### config.mk
export PLATFORM = sky130hd
export DESIGN_NAME = priority_round_robin_arbiter_top
export DESIGN_NICKNAME = d
export VERILOG_FILES = /design/src/design/prra_pkg.sv /design/src/design/prra_slot_store.sv /design/src/design/prra_mod_unit.sv /design/src/design/priority_round_robin_arbiter_top.sv
export SDC_FILE = /design/constraint.sdc
export NUM_CORES = 1
export LEC_CHECK = 0
export BUFFER_PORTS_ARGS = -buffer_cell sky130_fd_sc_hd__buf_2
export CORE_MARGIN = 4
export CORE_UTILIZATION = 60
export DETAILED_ROUTE_END_ITERATION = 12
export GPL_TIMING_DRIVEN = 0
export PLACE_DENSITY = 0.78
export SLEW_MARGIN = 20
export SYNTH_ARGS = -nofsm -noshare
export SYNTH_HDL_FRONTEND = slang
export SYNTH_SLANG_ARGS = --single-unit
### constraint.sdc
create_clock -name clk -period 8.15 [get_ports clk]
set_input_delay 1.63 -clock clk [delete_from_list [all_inputs] [get_ports clk]]
set_output_delay 1.63 -clock clk [all_outputs]
set_load 0.1 [all_outputs]
### src/design/prra_pkg.sv
// shared types and constants of the priority round-robin arbiter
package prra_pkg;

  localparam int NUM_SLOTS_DEF = 10;
  localparam int CFG_W         = 4;
  localparam int IDX_FIELD_W   = 4;
  localparam int PRIO_W        = 2;
  localparam int CTR_W         = 32;

  localparam logic KIND_REQUEST = 1'b0;
  localparam logic KIND_TICK    = 1'b1;

  typedef struct packed {
    logic                   kind;
    logic [IDX_FIELD_W-1:0] client_index;
    logic signed [7:0]      priority_value;
  } cmd_t;

  typedef struct packed {
    logic                   grant_valid;
    logic [IDX_FIELD_W-1:0] grant_client;
    logic [PRIO_W-1:0]      grant_priority;
    logic                   request_rejected;
  } result_t;

  // registered read beat from the slot store
  typedef struct packed {
    logic              valid;
    logic              pending;
    logic [PRIO_W-1:0] prio;
  } slot_rsp_t;

endpackage

### src/design/prra_slot_store.sv
// per-slot pending flags and priority storage with one registered read port
module prra_slot_store #(
  parameter int NUM_SLOTS = prra_pkg::NUM_SLOTS_DEF,
  parameter int IDX_W     = (NUM_SLOTS > 1) ? $clog2(NUM_SLOTS) : 1
) (
  input  logic                       clk,
  input  logic                       rst,
  input  logic                       wr_en,
  input  logic [IDX_W-1:0]           wr_addr,
  input  logic [prra_pkg::PRIO_W-1:0] wr_prio,
  input  logic                       clr_en,
  input  logic [IDX_W-1:0]           clr_addr,
  input  logic                       rd_en,
  input  logic [IDX_W-1:0]           rd_addr,
  output prra_pkg::slot_rsp_t        rsp
);

  logic [NUM_SLOTS-1:0]        pending;
  logic [prra_pkg::PRIO_W-1:0] prio_mem [NUM_SLOTS];

  always_ff @(posedge clk) begin
    if (rst) begin
      pending   <= '0;
      rsp.valid <= 1'b0;
    end else begin
      if (wr_en) begin
        pending[wr_addr] <= 1'b1;
      end
      if (clr_en) begin
        pending[clr_addr] <= 1'b0;
      end
      rsp.valid   <= rd_en;
      rsp.pending <= pending[rd_addr];
      rsp.prio    <= prio_mem[rd_addr];
    end
  end

  // priority of an idle slot is never looked at, so it needs no clearing
  always_ff @(posedge clk) begin
    if (wr_en) begin
      prio_mem[wr_addr] <= wr_prio;
    end
  end

endmodule

### src/design/prra_mod_unit.sv
// restoring remainder unit, one dividend bit per cycle
module prra_mod_unit #(
  parameter int R_W = 4
) (
  input  logic                       clk,
  input  logic                       rst,
  input  logic                       start,
  input  logic [prra_pkg::CTR_W-1:0] dividend,
  input  logic [R_W-1:0]             divisor,
  output logic                       done,
  output logic [R_W-1:0]             rem
);

  localparam int STEP_W = $clog2(prra_pkg::CTR_W);

  logic [prra_pkg::CTR_W-1:0] dvd;
  logic [STEP_W-1:0]          step;
  logic                       running;
  logic [R_W:0]               rem_sh;
  logic [R_W:0]               div_ext;
  logic [R_W-1:0]             rem_next;

  assign rem_sh  = {rem, dvd[prra_pkg::CTR_W-1]};
  assign div_ext = {1'b0, divisor};

  always_comb begin
    if (rem_sh >= div_ext) begin
      rem_next = R_W'(rem_sh - div_ext);
    end else begin
      rem_next = R_W'(rem_sh);
    end
  end

  always_ff @(posedge clk) begin
    if (rst) begin
      running <= 1'b0;
      done    <= 1'b0;
      step    <= '0;
    end else begin
      done <= 1'b0;
      if (start) begin
        running <= 1'b1;
        step    <= '0;
        dvd     <= dividend;
        rem     <= '0;
      end else if (running) begin
        rem  <= rem_next;
        dvd  <= dvd << 1;
        step <= step + 1'b1;
        if (step == STEP_W'(prra_pkg::CTR_W - 1)) begin
          running <= 1'b0;
          done    <= 1'b1;
        end
      end
    end
  end

endmodule

### src/design/priority_round_robin_arbiter_top.sv
// priority arbiter with round-robin tie-break: sequencer and top level
// a request beat is handled in IDLE; its result strobes on the cycle after start
// a tick scans one slot per cycle over slots 0 to n-1, with n = min(active_clients, slots)
// a tie adds a remainder pass (32 steps, then done) and a second scan that picks among the tied slots
// busy stays high while a tick runs; results cannot be stalled by the receiver
// reset idles every slot and clears the tie counter and active_clients
module priority_round_robin_arbiter_top #(
  parameter int NUM_SLOTS = prra_pkg::NUM_SLOTS_DEF
) (
  input  logic                       clk,
  input  logic                       rst,
  input  logic                       start,
  output logic                       busy,
  input  prra_pkg::cmd_t             cmd,
  output logic                       done,
  output prra_pkg::result_t          result,
  input  logic                       cfg_wr_en,
  input  logic [prra_pkg::CFG_W-1:0] cfg_wr_data
);

  localparam int IDX_W = (NUM_SLOTS > 1) ? $clog2(NUM_SLOTS) : 1;
  localparam int CNT_W = $clog2(NUM_SLOTS + 1);

  typedef enum logic [1:0] {IDLE, SCAN, MOD, PICK} state_t;

  state_t                      state;
  logic [prra_pkg::CFG_W-1:0]  active_clients;
  logic [prra_pkg::CTR_W-1:0]  tie_counter;
  logic [CNT_W-1:0]            n;
  logic [CNT_W-1:0]            scan_idx;
  logic [IDX_W-1:0]            rd_idx_q;
  logic                        any;
  logic [prra_pkg::PRIO_W-1:0] best;
  logic [CNT_W-1:0]            ties;
  logic [IDX_W-1:0]            pick;
  logic [CNT_W-1:0]            skip;
  logic                        found;

  prra_pkg::slot_rsp_t         rsp;
  logic                        req_bad;
  logic                        wr_en;
  logic                        rd_en;
  logic                        clr_en;
  logic                        scan_done;
  logic                        mod_start;
  logic                        mod_done;
  logic [CNT_W-1:0]            mod_rem;
  logic [CNT_W-1:0]            n_clamp;

  assign busy = (state != IDLE);

  assign req_bad = (cmd.priority_value[7:2] != 6'd0) ||
                   ({4'd0, cmd.client_index} >= 8'(NUM_SLOTS));
  assign wr_en   = (state == IDLE) && start && (cmd.kind == prra_pkg::KIND_REQUEST) &&
                   !req_bad;

  assign n_clamp = ({4'd0, active_clients} > 8'(NUM_SLOTS)) ? CNT_W'(NUM_SLOTS)
                                                             : CNT_W'(active_clients);

  assign rd_en     = ((state == SCAN) || (state == PICK)) && (scan_idx < n);
  // the last read beat has been consumed once no beat is in flight
  assign scan_done = (scan_idx == n) && !rsp.valid;
  assign mod_start = (state == SCAN) && scan_done && any && (ties != CNT_W'(1));
  assign clr_en    = scan_done &&
                     (((state == SCAN) && any && (ties == CNT_W'(1))) || (state == PICK));

  prra_slot_store #(
    .NUM_SLOTS (NUM_SLOTS),
    .IDX_W     (IDX_W)
  ) u_store (
    .clk      (clk),
    .rst      (rst),
    .wr_en    (wr_en),
    .wr_addr  (IDX_W'(cmd.client_index)),
    .wr_prio  (cmd.priority_value[prra_pkg::PRIO_W-1:0]),
    .clr_en   (clr_en),
    .clr_addr (pick),
    .rd_en    (rd_en),
    .rd_addr  (scan_idx[IDX_W-1:0]),
    .rsp      (rsp)
  );

  prra_mod_unit #(
    .R_W (CNT_W)
  ) u_mod (
    .clk      (clk),
    .rst      (rst),
    .start    (mod_start),
    .dividend (tie_counter),
    .divisor  (ties),
    .done     (mod_done),
    .rem      (mod_rem)
  );

  always_ff @(posedge clk) begin
    if (rd_en) begin
      rd_idx_q <= scan_idx[IDX_W-1:0];
    end
  end

  always_ff @(posedge clk) begin
    if (rst) begin
      state          <= IDLE;
      done           <= 1'b0;
      active_clients <= '0;
      tie_counter    <= '0;
    end else begin
      done <= 1'b0;
      if (cfg_wr_en) begin
        active_clients <= cfg_wr_data;
      end
      case (state)
        IDLE: begin
          if (start) begin
            if (cmd.kind == prra_pkg::KIND_TICK) begin
              n        <= n_clamp;
              scan_idx <= '0;
              any      <= 1'b0;
              best     <= '0;
              ties     <= '0;
              pick     <= '0;
              state    <= SCAN;
            end else begin
              result.grant_valid      <= 1'b0;
              result.grant_client     <= '0;
              result.grant_priority   <= '0;
              result.request_rejected <= req_bad;
              done                    <= 1'b1;
            end
          end
        end
        SCAN: begin
          if (scan_idx < n) begin
            scan_idx <= scan_idx + 1'b1;
          end
          if (rsp.valid && rsp.pending) begin
            if (!any || (rsp.prio > best)) begin
              any  <= 1'b1;
              best <= rsp.prio;
              ties <= CNT_W'(1);
              pick <= rd_idx_q;
            end else if (rsp.prio == best) begin
              ties <= ties + 1'b1;
            end
          end
          if (scan_done) begin
            if (!any) begin
              result <= '0;
              done   <= 1'b1;
              state  <= IDLE;
            end else if (ties == CNT_W'(1)) begin
              result.grant_valid      <= 1'b1;
              result.grant_client     <= prra_pkg::IDX_FIELD_W'(pick);
              result.grant_priority   <= best;
              result.request_rejected <= 1'b0;
              done                    <= 1'b1;
              state                   <= IDLE;
            end else begin
              state <= MOD;
            end
          end
        end
        MOD: begin
          if (mod_done) begin
            skip     <= mod_rem;
            scan_idx <= '0;
            found    <= 1'b0;
            state    <= PICK;
          end
        end
        PICK: begin
          if (scan_idx < n) begin
            scan_idx <= scan_idx + 1'b1;
          end
          // walk the tied slots in index order, skipping by the remainder
          if (rsp.valid && rsp.pending && (rsp.prio == best) && !found) begin
            if (skip == '0) begin
              found <= 1'b1;
              pick  <= rd_idx_q;
            end else begin
              skip <= skip - 1'b1;
            end
          end
          if (scan_done) begin
            result.grant_valid      <= 1'b1;
            result.grant_client     <= prra_pkg::IDX_FIELD_W'(pick);
            result.grant_priority   <= best;
            result.request_rejected <= 1'b0;
            done                    <= 1'b1;
            tie_counter             <= tie_counter + 1'b1;
            state                   <= IDLE;
          end
        end
        default: begin
          state <= IDLE;
        end
      endcase
    end
  end

endmodule
==> flow_summary.json <==
{
  "status": "finished clean",
  "synth_most_common_cell": "edfxtp_1",
  "clkTransAtPathRegs_ps": 60,
  "fin_skew_ps": 8.89,
  "dieHeight_um": 116,
  "track_usage_pct": 22.6,
  "layout_worst_path_cycle_share_pct": 47.1,
  "hold_viol_final": 0,
  "antenna_found_initial": 0,
  "crit_slowest_cell": "nor4_4",
  "antenna_cells": 0,
  "routabilityCongestion": 0.805,
  "synthesis.nets": 637,
  "multi_input_area_sq_um": 2820,
  "port_buffers": 28,
  "drv_slew": 0,
  "path_class": "reg2reg",
  "period_needed_ps": 3840,
  "placed_cells": 771,
  "cp_num_buf_inv": 4,
  "die-area_sq_um": 13500,
  "whs_path_depth": 2,
  "syn_area_sq_um": 7010,
  "ir_drop_v": 0.000158,
  "arrival_ps": 3960,
  "synthTopCellsByCount": "edfxtp_1, nor2_1, dfxtp_1",
  "fillers": 796,
  "cp.depth": 9,
  "start_util_pct": 61.4,
  "p_leak_uw": 0.00278,
  "seqCellArea_sq_um": 3990,
  "insertion_delay_ps": 420,
  "crit_chain": "buf_2, inv_1, ha_1, nand4_1, nor4_4, clkbuf_1, nor2_1, nor2_4, buf_16",
  "final_layout_size_suffix_gt1_share_pct": 18.6,
  "cp_data_required_time_ps": 8280,
  "finalNetCount": 686,
  "drc": 0,
  "yosysUniqueCellTypes": 52,
  "grt_pass1_vias": 4844,
  "critPathMaxFanout": 20,
  "syn_avg_cell_area_sq_um": 11.7,
  "clockBufferDepth": 2,
  "power.density_nw_per_um2": 212,
  "setup_viol": 0,
  "crit_family": "simple AND/OR/NAND/NOR gates",
  "io_pins": 31,
  "cts_num_sinks": 152,
  "syn-instance-count": 598,
  "relSlewSlack_pct": 37.3,
  "yosys.area.top_type": "edfxtp_1",
  "vias": 4784,
  "reg2regPathDepth": 9,
  "post_cts_resized": 0,
  "ant_nets": 0,
  "dr.pass1.iters": 7,
  "place_hpwl_um": 9800,
  "fmax_mhz": 261,
  "core_sq_um": 11400,
  "hp-class": "reg2reg",
  "fp-row-count": 39,
  "cts_hold_buf": 0,
  "gr-total-overflow": 0,
  "synth_edf_count": 95,
  "async_flop_share_pct": 0,
  "worst_slew_pin_slew_ps": 938,
  "synth-main-ff-cell": "edfxtp_1",
  "fin_setup_tns_ps": 0,
  "cts_setup_buffers": 0,
  "cp-start-kind": "flop",
  "cts_buffers": 17,
  "cp-end-kind": "flop",
  "synth-seq-cells": 152,
  "synth_top_area_share_pct": 40.7,
  "wl_per_cell_um": 17.3,
  "cts_tree": "built",
  "fin_cells": 803,
  "yosysWarnings": 0,
  "ctsRootBufferMaster": "clkbuf_16",
  "syn_to_final_growth_pct": 13.7,
  "grt_start_max_net_pins": 21,
  "netlist_top_cells_area": "edfxtp_1, dfxtp_1, mux2_2, nor2_1, ha_1",
  "wirelength_um": 13900,
  "cts_max_level": 4,
  "cap_violations": 0,
  "ys_seq_area_share_pct": 57.0,
  "rsz0062_at_grt": "no",
  "slowest_delay_ps": 700,
  "initialDrtViolationCount": 257,
  "grt_pass1_wl_um": 23600,
  "vias_per_cell": 5.96,
  "die_x_um": 116
}
==> power breakdown <==
part	internal, uW	leakage, uW	switching (uW)
clock network	487	0.000285	303
registers	823	0.00133	6.29
logic	22.7	0.00116	51.5
total	1330	0.00278	361
==> placed cells by master (no fill, tap or decap), types with 4 or more instances in the layout <==
| cell | count |
|---|---|
| clkinv_2 | 5 |
| buf_2 | 36 |
| xnor2_1 | 21 |
| nand2b_1 | 5 |
| clkbuf_1 | 21 |
| a21oi_1 | 14 |
| nor2b_1 | 12 |
| o21a_1 | 5 |
| nand4_1 | 14 |
| and4_1 | 5 |
| o21ai_0 | 15 |
| or3_1 | 4 |
| nand2_1 | 29 |
| nor4_2 | 5 |
| ha_1 | 17 |
| nand3_1 | 16 |
| nor4_1 | 9 |
| or4_1 | 4 |
| xor2_1 | 15 |
| nor2_1 | 69 |
| a311oi_1 | 4 |
| edfxtp_1 | 95 |
| clkbuf_16 | 17 |
| mux2_2 | 31 |
| nor3_1 | 23 |
| dfxtp_1 | 57 |
| inv_1 | 23 |
| clkinvlp_4 | 4 |
| mux2i_1 | 11 |
| a211oi_1 | 8 |
| mux4_2 | 6 |
| and2_1 | 18 |
==> cell families after synthesis <==
family | share of synthesized area (%)
AO/OA/AOI/OAI | 5.44
XOR/XNOR | 4.50
adder cells (fa/ha/maj) | 3.32
buffers and inverters | 3.03
flip-flops | 57.0
multiplexers | 8.64
AND/OR/NAND/NOR | 18.1
==> worst paths after layout <==
check / from / endpoint / slack, ps
worst max register to register: scan_idx[0]$_SDFFCE_PN0P_ / u_mod.dvd[15]$_DFFE_PP_ / 4310
worst min register to register: tie_counter[26]$_SDFFE_PP0P_ / tie_counter[26]$_SDFFE_PP0P_ / 500
worst max-delay path: scan_idx[0]$_SDFFCE_PN0P_ / u_mod.dvd[15]$_DFFE_PP_ / 4310
worst min-delay path: tie_counter[26]$_SDFFE_PP0P_ / tie_counter[26]$_SDFFE_PP0P_ / 500
==> sequential cells by signal (all words and copies together) (netlist names), 5 cells and up, named ones only <==
register	flops
u_store.pending	10
u_store.prio_mem	20
tie_counter	32
result	8
u_mod.step	5
u_mod.dvd	32
==> metal layers <==
metal / track usage [%] / part of all wire (%) / vias to the layer above
met5: 0 / 0 / -
met3: 6.01 / 5.5 / 36
met4: 9.67 / 2.4 / 0
met1: 29.0 / 43 / 2311
met2: 36.6 / 49 / 150
li1: - / - / 2287
==> final cells by class <==
class	count	area share (%)
Tap cell	143	2.24
Inverter	23	1.08
Clock inverter	13	1.93
Timing Repair Buffer	30	2.17
Buffer	29	1.58
Sequential cell	152	50.1
Clock buffer	19	5.55
Multi-Input combinational cell	394	35.4
==> per-stage QoR <==
| step | instance area [sq um] | setup slack (ps) | power (uW) | util, % | hold slack [ps] |
|---|---|---|---|---|---|
| 2_1_floorplan | 7010 | 4070 | 895 | - | 452 |
| 3_3_place_gp | 7330 | 2820 | 915 | 64.2 | 473 |
| 3_5_place_dp | 7380 | 4260 | 919 | 64.6 | 492 |
| 4_1_cts | 7970 | 4250 | 1710 | 69.8 | 500 |
| 5_1_grt | 7970 | 4010 | 1750 | 69.8 | 516 |
| 6_report | 7970 | 4310 | 1690 | 69.8 | 501 |
==> tightest hold or removal path, delay by kind of cell (launching register included) <==
family         cells  cell delay, ps
flip-flops         1             330
AO/OA/AOI/OAI      2             120
Note: power is estimated with default switching activity, not from simulation.
